$ cat src/isc_pkg.sv
// ----------------------------------------------------------------------------
// isc_pkg: shared types and constants for the insertion sort block
// Holds the counter widths, their saturation limits, the stream field
// layout, and the control struct that drives the operation counters.
// ----------------------------------------------------------------------------
package isc_pkg;

  localparam int unsigned VALUE_W   = 32;
  localparam int unsigned MOVES_W   = 12;
  localparam int unsigned CMPS_W    = 11;
  localparam int unsigned OUT_DW    = 56;

  localparam logic [MOVES_W-1:0] MOVES_MAX = {MOVES_W{1'b1}};
  localparam logic [CMPS_W-1:0]  CMPS_MAX  = {CMPS_W{1'b1}};

  // Counter update requests from the sequencer
  typedef struct packed {
    logic clr;       // clear all counters and the drop flag
    logic add_two;   // insertion into a non-empty store
    logic add_move;  // one element shifted up
    logic add_cmp;   // one key comparison
    logic set_drop;  // value dropped because the store is full
  } cnt_ctl_t;

endpackage

$ cat src/isc_store.sv
// ----------------------------------------------------------------------------
// isc_store: sorted element store
// Single-port-write, single-port-read synchronous memory with a registered
// read port. Contents are not initialized.
// ----------------------------------------------------------------------------
module isc_store #(
  parameter int unsigned DEPTH = 64,
  parameter int unsigned AW    = 6
) (
  input  logic                          clk,
  input  logic                          wr_en,
  input  logic [AW-1:0]                 wr_addr,
  input  logic [isc_pkg::VALUE_W-1:0]   wr_data,
  input  logic                          rd_en,
  input  logic [AW-1:0]                 rd_addr,
  output logic [isc_pkg::VALUE_W-1:0]   rd_data
);

  logic [isc_pkg::VALUE_W-1:0] mem [DEPTH];
  logic [isc_pkg::VALUE_W-1:0] rd_data_r;

  // Write port
  always_ff @(posedge clk) begin
    if (wr_en) begin
      mem[wr_addr] <= wr_data;
    end
  end

  // Registered read port
  always_ff @(posedge clk) begin
    if (rd_en) begin
      rd_data_r <= mem[rd_addr];
    end
  end

  assign rd_data = rd_data_r;

endmodule

$ cat src/isc_counts.sv
// ----------------------------------------------------------------------------
// isc_counts: operation counters
// Saturating move and comparison totals plus the sticky overflow flag for
// the set currently being collected.
// ----------------------------------------------------------------------------
module isc_counts (
  input  logic                          clk,
  input  logic                          rst_n,
  input  isc_pkg::cnt_ctl_t             ctl,
  output logic [isc_pkg::MOVES_W-1:0]   moves,
  output logic [isc_pkg::CMPS_W-1:0]    compares,
  output logic                          dropped
);

  logic [isc_pkg::MOVES_W-1:0] moves_r, moves_nxt;
  logic [isc_pkg::CMPS_W-1:0]  cmps_r, cmps_nxt;
  logic                        drop_r, drop_nxt;
  logic [isc_pkg::MOVES_W:0]   moves_sum;
  logic [isc_pkg::MOVES_W:0]   moves_inc;

  // Work out the next totals, saturating at the field limits
  always_comb begin
    moves_inc = '0;
    if (ctl.add_two) begin
      moves_inc = (isc_pkg::MOVES_W+1)'(2);
    end else if (ctl.add_move) begin
      moves_inc = (isc_pkg::MOVES_W+1)'(1);
    end
    moves_sum = {1'b0, moves_r} + moves_inc;
    moves_nxt = moves_sum[isc_pkg::MOVES_W] ? isc_pkg::MOVES_MAX
                                            : moves_sum[isc_pkg::MOVES_W-1:0];
    cmps_nxt  = cmps_r;
    if (ctl.add_cmp && (cmps_r != isc_pkg::CMPS_MAX)) begin
      cmps_nxt = cmps_r + isc_pkg::CMPS_W'(1);
    end
    drop_nxt = drop_r | ctl.set_drop;
    if (ctl.clr) begin
      moves_nxt = '0;
      cmps_nxt  = '0;
      drop_nxt  = 1'b0;
    end
  end

  always_ff @(posedge clk) begin
    if (!rst_n) begin
      moves_r <= '0;
      cmps_r  <= '0;
      drop_r  <= 1'b0;
    end else begin
      moves_r <= moves_nxt;
      cmps_r  <= cmps_nxt;
      drop_r  <= drop_nxt;
    end
  end

  assign moves    = moves_r;
  assign compares = cmps_r;
  assign dropped  = drop_r;

endmodule

$ cat src/insertion_sort_with_op_counts.sv
// Insertion: an accepted value is written straight into an empty store or dropped from a full one;
//   else a walk from the top does one store read/compare/write per shifted element, then fills the gap.
// Emission: on a last beat, read, load and handshake steps per sorted element, plus stalls.
// One input beat is worked at a time; in_tready is high only in the idle state.
// Reset (rst_n, synchronous) clears control, counts and flags; the store is not
//   initialized since only entries below the element count are ever read.
// ----------------------------------------------------------------------------
// insertion_sort_with_op_counts: streaming insertion sort with op counters
// Inserts each value into a memory-held sorted list by walking down from
// the top, counts moves and comparisons, and streams the list out on last.
// ----------------------------------------------------------------------------
module insertion_sort_with_op_counts #(
  parameter int unsigned MAX_LEN = 64
) (
  input  logic                          clk,
  input  logic                          rst_n,
  input  logic                          in_tvalid,
  output logic                          in_tready,
  input  logic [31:0]                   in_tdata,   // [31:0] value
  input  logic                          in_tlast,   // last
  output logic                          out_tvalid,
  input  logic                          out_tready,
  output logic [isc_pkg::OUT_DW-1:0]    out_tdata,  // [31:0] sorted_value,
                                                    // [43:32] move_count,
                                                    // [54:44] compare_count,
                                                    // [55] zero pad
  output logic                          out_tlast,  // end_of_run
  output logic                          out_tuser   // overflow
);

  localparam int unsigned AW = (MAX_LEN > 1) ? $clog2(MAX_LEN) : 1;
  localparam int unsigned CW = $clog2(MAX_LEN + 1);
  localparam logic [CW-1:0] FULL_CNT = CW'(MAX_LEN);

  typedef enum logic [5:0] {
    S_IDLE  = 6'b000001,
    S_WALK  = 6'b000010,
    S_PLACE = 6'b000100,
    S_ERD   = 6'b001000,
    S_ELD   = 6'b010000,
    S_EHOLD = 6'b100000
  } state_t;

  state_t                        state_r, state_nxt;
  logic [CW-1:0]                 count_r, count_nxt;
  logic [AW-1:0]                 pos_r, pos_nxt;
  logic [AW-1:0]                 k_r, k_nxt;
  logic [isc_pkg::VALUE_W-1:0]   val_r, val_nxt;
  logic                          last_r, last_nxt;
  logic                          ovalid_r, ovalid_nxt;
  logic [isc_pkg::VALUE_W-1:0]   odata_r;
  logic                          olast_r;
  logic                          load_out;

  logic                          wr_en, rd_en;
  logic [AW-1:0]                 wr_addr, rd_addr;
  logic [isc_pkg::VALUE_W-1:0]   wr_data, rd_data;
  isc_pkg::cnt_ctl_t             cnt_ctl;
  logic [isc_pkg::MOVES_W-1:0]   moves;
  logic [isc_pkg::CMPS_W-1:0]    compares;
  logic                          dropped;

  logic                          in_acc;
  logic                          shift_up;
  logic                          emit_last;

  assign in_acc    = in_tvalid && in_tready;
  assign shift_up  = $signed(rd_data) > $signed(val_r);
  assign emit_last = ((CW'(k_r) + CW'(1)) == count_r);

  // Sequencer: insertion walk and output sweep
  always_comb begin
    state_nxt  = state_r;
    count_nxt  = count_r;
    pos_nxt    = pos_r;
    k_nxt      = k_r;
    val_nxt    = val_r;
    last_nxt   = last_r;
    ovalid_nxt = ovalid_r;
    load_out   = 1'b0;
    wr_en      = 1'b0;
    wr_addr    = pos_r;
    wr_data    = val_r;
    rd_en      = 1'b0;
    rd_addr    = pos_r - AW'(1);
    cnt_ctl    = '0;

    case (state_r)
      S_IDLE: begin
        if (in_acc) begin
          val_nxt  = in_tdata;
          last_nxt = in_tlast;
          k_nxt    = '0;
          if (count_r == FULL_CNT) begin
            // Drop the beat; a last still closes the set
            cnt_ctl.set_drop = 1'b1;
            if (in_tlast) begin
              state_nxt = S_ERD;
            end
          end else if (count_r == '0) begin
            // First element goes straight to the bottom entry
            wr_en     = 1'b1;
            wr_addr   = '0;
            wr_data   = in_tdata;
            count_nxt = CW'(1);
            if (in_tlast) begin
              state_nxt = S_ERD;
            end
          end else begin
            // Start the walk at the top entry
            cnt_ctl.add_two = 1'b1;
            pos_nxt   = count_r[AW-1:0];
            rd_en     = 1'b1;
            rd_addr   = count_r[AW-1:0] - AW'(1);
            state_nxt = S_WALK;
          end
        end
      end
      S_WALK: begin
        cnt_ctl.add_cmp = 1'b1;
        wr_en = 1'b1;
        if (shift_up) begin
          // Shift the larger entry up one place
          cnt_ctl.add_move = 1'b1;
          wr_data = rd_data;
          pos_nxt = pos_r - AW'(1);
          if (pos_r == AW'(1)) begin
            state_nxt = S_PLACE;
          end else begin
            rd_en   = 1'b1;
            rd_addr = pos_r - AW'(1) - AW'(1);
          end
        end else begin
          // Stop here and drop the new value into the gap
          count_nxt = count_r + CW'(1);
          state_nxt = last_r ? S_ERD : S_IDLE;
        end
      end
      S_PLACE: begin
        wr_en     = 1'b1;
        count_nxt = count_r + CW'(1);
        state_nxt = last_r ? S_ERD : S_IDLE;
      end
      S_ERD: begin
        rd_en     = 1'b1;
        rd_addr   = k_r;
        state_nxt = S_ELD;
      end
      S_ELD: begin
        load_out   = 1'b1;
        ovalid_nxt = 1'b1;
        state_nxt  = S_EHOLD;
      end
      S_EHOLD: begin
        if (out_tready) begin
          ovalid_nxt = 1'b0;
          if (emit_last) begin
            // Run done: clear for the next set
            cnt_ctl.clr = 1'b1;
            count_nxt   = '0;
            state_nxt   = S_IDLE;
          end else begin
            k_nxt     = k_r + AW'(1);
            state_nxt = S_ERD;
          end
        end
      end
      default: begin
        state_nxt = S_IDLE;
      end
    endcase
  end

  // Control registers
  always_ff @(posedge clk) begin
    if (!rst_n) begin
      state_r  <= S_IDLE;
      count_r  <= '0;
      ovalid_r <= 1'b0;
    end else begin
      state_r  <= state_nxt;
      count_r  <= count_nxt;
      ovalid_r <= ovalid_nxt;
    end
  end

  // Walk and payload registers
  always_ff @(posedge clk) begin
    pos_r  <= pos_nxt;
    k_r    <= k_nxt;
    val_r  <= val_nxt;
    last_r <= last_nxt;
    if (load_out) begin
      odata_r <= rd_data;
      olast_r <= emit_last;
    end
  end

  isc_store #(
    .DEPTH (MAX_LEN),
    .AW    (AW)
  ) u_store (
    .clk     (clk),
    .wr_en   (wr_en),
    .wr_addr (wr_addr),
    .wr_data (wr_data),
    .rd_en   (rd_en),
    .rd_addr (rd_addr),
    .rd_data (rd_data)
  );

  isc_counts u_counts (
    .clk      (clk),
    .rst_n    (rst_n),
    .ctl      (cnt_ctl),
    .moves    (moves),
    .compares (compares),
    .dropped  (dropped)
  );

  assign in_tready  = (state_r == S_IDLE);
  assign out_tvalid = ovalid_r;
  assign out_tdata  = {1'b0, compares, moves, odata_r};
  assign out_tlast  = olast_r;
  assign out_tuser  = dropped;

endmodule

$ cat config.mk
export PLATFORM = sky130hd
export DESIGN_NAME = insertion_sort_with_op_counts
export DESIGN_NICKNAME = d
export VERILOG_FILES = /design/src/isc_pkg.sv /design/src/isc_store.sv /design/src/isc_counts.sv /design/src/insertion_sort_with_op_counts.sv
export SDC_FILE = /design/constraint.sdc
export NUM_CORES = 2
export LEC_CHECK = 0
export BUFFER_PORTS_ARGS = -buffer_cell sky130_fd_sc_hd__buf_2
export CORE_ASPECT_RATIO = 0.75
export CORE_MARGIN = 2
export CORE_UTILIZATION = 45
export DETAILED_ROUTE_END_ITERATION = 8
export MAX_ROUTING_LAYER = met4
export PLACE_DENSITY = 0.61
export SYNTH_ARGS = -nofsm -noshare
export SYNTH_HDL_FRONTEND = slang
export SYNTH_HIERARCHICAL = 1
export SYNTH_SLANG_ARGS = --single-unit
$ cat constraint.sdc
create_clock -name clk -period 7.1 [get_ports clk]
set_input_delay 0.71 -clock clk [delete_from_list [all_inputs] [get_ports clk]]
set_output_delay 0.71 -clock clk [all_outputs]
set_load 0.01 [all_outputs]
; ---- Yosys cells after proc, flatten, opt, wreduce, memory -nomap -nowiden
; Memory sizes are Yosys's and may differ from the RTL's. A register that Yosys moved wholly into a read port is not among the register bits.
; Cells that the tools add are included.
[totals]
ff_bits = 116
mem_bits_rw = 2048
inputBits = 37
output_inout_bits = 60
elab_cells = 127
memories = 1
[mem_list]
columns = memory, words, word_bits, read_ports, rd_clocked_by_memory_dff, wr, line
row1 = u_store.mem, 64, 32, 1, 1, 1, isc_store.sv:19  ; logic [isc_pkg::VALUE_W-1:0] mem [DEPTH];
[classes]
addsub = 8
magnitude_cmp = 1
eq_ne = 20
muxes = 68
n_bitwise = 2
reduce_logical = 15
[ops]
columns = operator, count
row1 = 6-bit 2-to-1 mux, 23
row2 = 32-bit 2-to-1 mux, 4
row3 = 32-bit case mux with 2 select lines, 1
row4 = 7-bit 2-to-1 mux, 6
row5 = 6-bit case mux with 6 select lines, 1
row6 = 32-bit greater-than comparator, 1
row7 = 7-bit case mux with 4 select lines, 1
row8 = 6-bit case mux with 2 select lines, 2
row9 = 1-bit 2-to-1 mux, 21
row10 = 6-bit case mux with 3 select lines, 1
row11 = "6-bit by 1-bit subtractor with 6-bit output, second input constant", 3
row12 = "2-bit inequality test, second input constant", 7
row13 = 12-bit by 13-bit adder with 13-bit output, 1
row14 = 13-bit 2-to-1 mux, 1
row15 = "6-bit by 1-bit equality test with 1-bit output, second input constant", 2
row16 = 12-bit 2-to-1 mux, 1
row17 = "11-bit by 1-bit adder with 11-bit output, second input constant", 1
row18 = "11-bit inequality test, second input constant", 1
row19 = 4-bit 2-to-1 mux, 2
row20 = "6-bit by 1-bit adder with 7-bit output, second input constant", 1
row21 = "7-bit by 1-bit adder with 7-bit output, second input constant", 1
row22 = 7-bit equality test, 1
row23 = "7-bit equality test, second input constant", 1
row24 = 7-bit zero test, 1
row25 = 22 further kinds, 29

; ---- Logic depth before layout (Yosys ltp)
[depth]
word_depth = 8
ltp_mapped = 21
depth_no_buf = 16

; ---- Cells and area by module
; The synthesis kept the hierarchy.
[modules_own_cells]
columns = module, instances, cells_per_inst, area_per_inst_um2, seq_area_each_um2
row1 = isc_store, 1, 3324, 78835.6, 62459.9
row2 = insertion_sort_with_op_counts, 1, 554, 5434.0, 2622.5
row3 = isc_counts, 1, 129, 1148.6, 480.5

; ---- Worst setup path before layout
; OpenSTA, ideal clock, no wires.
[synth_timing]
path_kind = register -> register
from = register state_r[5]
to = register u_store.rd_data_r (netlist bit u_store/rd_data[13]), read port of u_store.mem (data pin)
setup_time_ps = 256
t_arrival_ps = 7211
required_ps = 6844
path_slack_ps = -367
path_stages_with_launch = 17
n_path_buf = 4
period_less_slack_ps = 7467
path_cell_list = dfxtp_1 > or4_1 > or3b_1 > buf_2 > inv_1 > nand2_1 > inv_1 > nand2_1 > a221oi_1 > o221ai_1 > buf_4 > buf_6 > buf_2 > mux4_2 > mux4_2 > o22ai_1 > nor2_1
[synth_between]
elab_chain_cells = 4
elab_cells_between_ends = 8
cone_classes = eq/ne (3) / mux (4) / reduce/logical (1)
[synth_rtl]
columns = element, line
row1 = start: declaration, insertion_sort_with_op_counts.sv:44  ; state_t state_r, state_nxt;
row2 = start signal: assignment, insertion_sort_with_op_counts.sv:181  ; state_r <= state_nxt;
row3 = 6-bit by 1-bit equality test with 1-bit output *, insertion_sort_with_op_counts.sv:221  ; assign in_tready = (state_r == S_IDLE);
row4 = named net in_tready, insertion_sort_with_op_counts.sv:18  ; output logic in_tready,
row5 = 1-bit logical AND, insertion_sort_with_op_counts.sv:67  ; assign in_acc = in_tvalid && in_tready;
row6 = 1-bit 2-to-1 mux, insertion_sort_with_op_counts.sv:90  ; if (in_acc) begin
row7 = 1-bit case mux with 3 select lines *, insertion_sort_with_op_counts.sv:88  ; case (state_r)
row8 = named net rd_en, insertion_sort_with_op_counts.sv:55  ; logic wr_en, rd_en;
row9 = end: declaration, isc_store.sv:20  ; logic [isc_pkg::VALUE_W-1:0] rd_data_r;
; Mark *: on every way through the listed nets, which the timed path passes. The rest lies on a longest branch.
; A chain may end at the register's enable or synchronous reset.

; ---- Worst setup path in the final report
[layout_timing]
from = register u_store.rd_data_r (netlist bit u_store/rd_data[13]), read port of u_store.mem
to = register u_store.rd_data_r (netlist bit u_store/rd_data[0]), read port of u_store.mem (data pin)
[layout_between]
elab_chain_cells = 3
elab_cells_between_ends = 5
cone_classes = order compare (1) / mux (4)
[layout_rtl]
columns = element, line
row1 = 32-bit greater-than comparator, insertion_sort_with_op_counts.sv:68  ; assign shift_up = $signed(rd_data) > $signed(val_r);
row2 = 1-bit 2-to-1 mux, insertion_sort_with_op_counts.sv:122  ; if (shift_up) begin
row3 = 1-bit case mux with 3 select lines, insertion_sort_with_op_counts.sv:88
row4 = named net rd_en, insertion_sort_with_op_counts.sv:55
; The timed path passes the listed nets, and every way through them passes these cells.

==> flow_metrics.tcl <==
set metrics [dict create \
    status "finished clean" \
    antenna_left 0 \
    tightest_slew_ns 1.36 \
    ys_seq_elements 2196 \
    track_usage 0.254 \
    syn_avg_cell_area_um2 21.3 \
    r2r_end "u_store/rd_data[0]$_DFFE_PP_" \
    hold_class "in2reg" \
    synth.top_cells.by_area "edfxtp_1 (76%), mux4_2 (14%), mux2i_1 (1.1%)" \
    hold_viol 0 \
    cts_sinks 2196 \
    crit_fanout 26 \
    worstPathRequired_ns 7.66 \
    viasPerCell 6.27 \
    min_period_over_period 0.919 \
    overflow 0 \
    cts_tree "done" \
    grt_start_max_net_pins 65 \
    crit_start "u_store/rd_data[13]$_DFFE_PP_" \
    place.gp.congestion 0.933 \
    crit_path_cell_trace "ha_1 -> nand4_1 -> nor2_1 -> a221o_1 -> o31ai_1 -> a21o_1 -> and2_1 -> a221oi_4 -> o221ai_4 -> buf_12 -> buf_4 -> buf_4 -> mux4_2 -> mux4_2 -> o22ai_1 -> nor2_1" \
    met3_length_mm 29.6 \
    syn-num-nets 4087 \
    wl_per_cell_um 34.1 \
    setup_violations 0 \
    async_flop_share 0 \
    yosysTopAreaCell "edfxtp_1" \
    synth_flop_cell "edfxtp_1" \
    rrSetupSlack_ns 0.57 \
    slowest_stage "edfxtp_1" \
    ff2ff_path_depth 16 \
    drc 0 \
    netlist_instances 4007 \
    place_ws_ns 0.598 \
    wirelength_mm 239 \
    grt_pass1_vias 41600 \
    wl_met2_mm 103 \
    antenna_found_initial 15 \
    fin_util 0.515 \
    num_vias 44000 \
    rr_startpoint "u_store/rd_data[13]$_DFFE_PP_" \
    setup_slack_ns 0.574 \
    fillers 14600 \
    finalClockSkew_ns 0.0449 \
    finish.net_count 4406 \
    post_cts_buffers 0 \
    io_pins 97 \
    synth_area_mm2 0.0854 \
    io_buffers 95 \
    critPathKind "reg2reg" \
    postCtsResizedCells 0 \
    initial_core_util 0.453 \
    synth-edff-count 2158 \
    synth.distinct_cells 74 \
    cts_root_buf "clkbuf_16" \
    design.die.area_mm2 0.193 \
    fmax_mhz 153 \
    yosysSeqAreaShare 0.768 \
    drive_gt1_frac 0.282 \
    ctsHtreeMaxLevel 4 \
    drt-initial-drc-count 7574 \
    cp-end-kind "flip-flop" \
    rsz0062_at_grt "false" \
    postLayoutCellArea_mm2 0.0972 \
    placedInstanceArea_mm2 0.0907 \
    maxSlewViolCount 0 \
    clk_latency_ns 0.84 \
    slew_headroom 0.0951 \
    row_count 138 \
    grt_pass1_wl_mm 332 \
    core_mm2 0.189 \
    drt_pass1_iterations 5 \
    die_width_um 507 \
    period_minus_slack_ns 6.53 \
    numCtsBuffers 201 \
    cpPeakStageDelay_ns 0.69 \
    cts_buffer_depth 3 \
    cp.arrival_ns 7.09 \
    drv_cap 0 \
    yosysTopAreaCellShare 0.759 \
    synthToLayoutAreaGrowth_pct 13.8 \
    dp_hpwl_mm 146 \
    cts_hold_buf 0 \
    synth_warnings 6 \
    clk_pin_slew_ns 0.06 \
    cp-start-kind "flip-flop" \
    endpoint "u_store/rd_data[0]$_DFFE_PP_" \
    finalSetupTns_ns 0 \
    die_h_um 381 \
    top_layer_used "met4" \
    wl_met1_mm 100 \
]
critical path: cells and delay by family, from the launching register on:
family          cells  cell delay, ns
mux                 2            1.13
fa+ha+maj           1            0.35
compound gates      6            2.33
buf+inv             3            0.98
flops               1            0.69
simple gates        4            0.72
worst min path at each step:
| stage | from | to | slack, ns | cells past startpoint |
|---|---|---|---|---|
| 2_1_floorplan | u_store/rd_data[0]$_DFFE_PP_ | odata_r[0]$_DFFE_PP_ | 0.45 | 0 |
| 3_3_place_gp | u_counts/dropped$_SDFF_PP0_ | u_counts/dropped$_SDFF_PP0_ | 0.45 | 2 |
| 3_5_place_dp | u_counts/compares[10]$_SDFFE_PP0P_ | u_counts/compares[10]$_SDFFE_PP0P_ | 0.48 | 2 |
| 4_1_cts | in_tdata[25] | val_r[25]$_DFFE_PP_ | 0.03 | 1 |
| 5_1_grt | in_tdata[25] | val_r[25]$_DFFE_PP_ | 0.05 | 1 |
| 6_report | in_tdata[25] | val_r[25]$_DFFE_PP_ | 0.08 | 1 |
cells in the final DEF, fill, tap and decap left out, types with 6 or more instances in the layout:
cell type,count
buf_12,22
edfxtp_1,2158
clkbuf_16,208
and2_1,7
mux2i_1,96
mux4_2,544
o21ai_0,23
ha_1,42
clkinv_1,57
nand3b_1,10
nand2_1,99
nand2_2,32
a22oi_1,46
buf_2,95
or3_1,8
xor2_1,8
bufinv_16,22
a31oi_1,7
xnor2_1,21
nor2_4,63
buf_4,209
o221ai_1,27
a21oi_1,106
nor4_1,6
nor3_1,20
and3_1,10
dfxtp_1,38
clkbuf_1,42
a311oi_1,9
a21boi_0,6
nor2_1,113
o22ai_1,85
inv_1,52
nand2b_1,9
nand4_1,18
nor2b_1,23
clkinv_2,36
nand3_1,21
per-stage QoR:
stage | hold slack [ns] | cells
global placement | 0.447 | 6643
detailed placement | 0.478 | 6643
CTS | 0.0295 | 7017
floorplan | 0.451 | 4007
finish | 0.0825 | 7021
global route | 0.0528 | 7018
flip-flops by register name, summed over array words and instances, names as in the netlist, 7 cells and up:
signal,flops
count_r,7
odata_r,32
u_counts/compares,11
u_counts/moves,12
u_store/mem,2048
u_store/rd_data,32
val_r,32
cell families after synthesis:
kind of cell / synth area share
DFF: 0.768
AOI/OAI and AO/OA: 0.0280
other: 0.0000439
muxes: 0.155
and+or+nand+nor: 0.0261
adders and majority gates: 0.00639
xor gates and xnor gates: 0.00325
buffers and inverters: 0.0140
metal layers:
| layer | vias up | global-route usage |
|---|---|---|
| li1 | 17500 | - |
| met2 | 2711 | 0.350 |
| met4 | 0 | 0.0570 |
| met5 | - | - |
| met3 | 304 | 0.0579 |
| met1 | 23500 | 0.388 |
Yosys cell counts, types with 24 or more instances:
| master | n |
|---|---|
| a21oi_1 | 106 |
| a22oi_1 | 46 |
| buf_1 | 24 |
| buf_2 | 59 |
| buf_4 | 26 |
| clkbuf_1 | 96 |
| dfxtp_1 | 38 |
| edfxtp_1 | 2158 |
| ha_1 | 42 |
| inv_1 | 53 |
| mux2i_1 | 96 |
| mux4_2 | 544 |
| nand2_1 | 131 |
| nor2_1 | 176 |
| o221ai_1 | 28 |
| o22ai_1 | 85 |
area by class of cell:
type	count	area, um2	area share
inverter	54	203	0.00208
tap	2520	3150	0.0324
antenna	4	10.0	0.000103
timing repair buffer	326	2480	0.0256
sequential	2196	65600	0.674
multi-input combinational	1547	19300	0.199
clock inverter	124	1160	0.0120
clock buffer	250	5360	0.0551
Power is left out: the tool's default activity adds up to more than one toggle a clock period on the data nets, which glitch-free logic cannot reach.
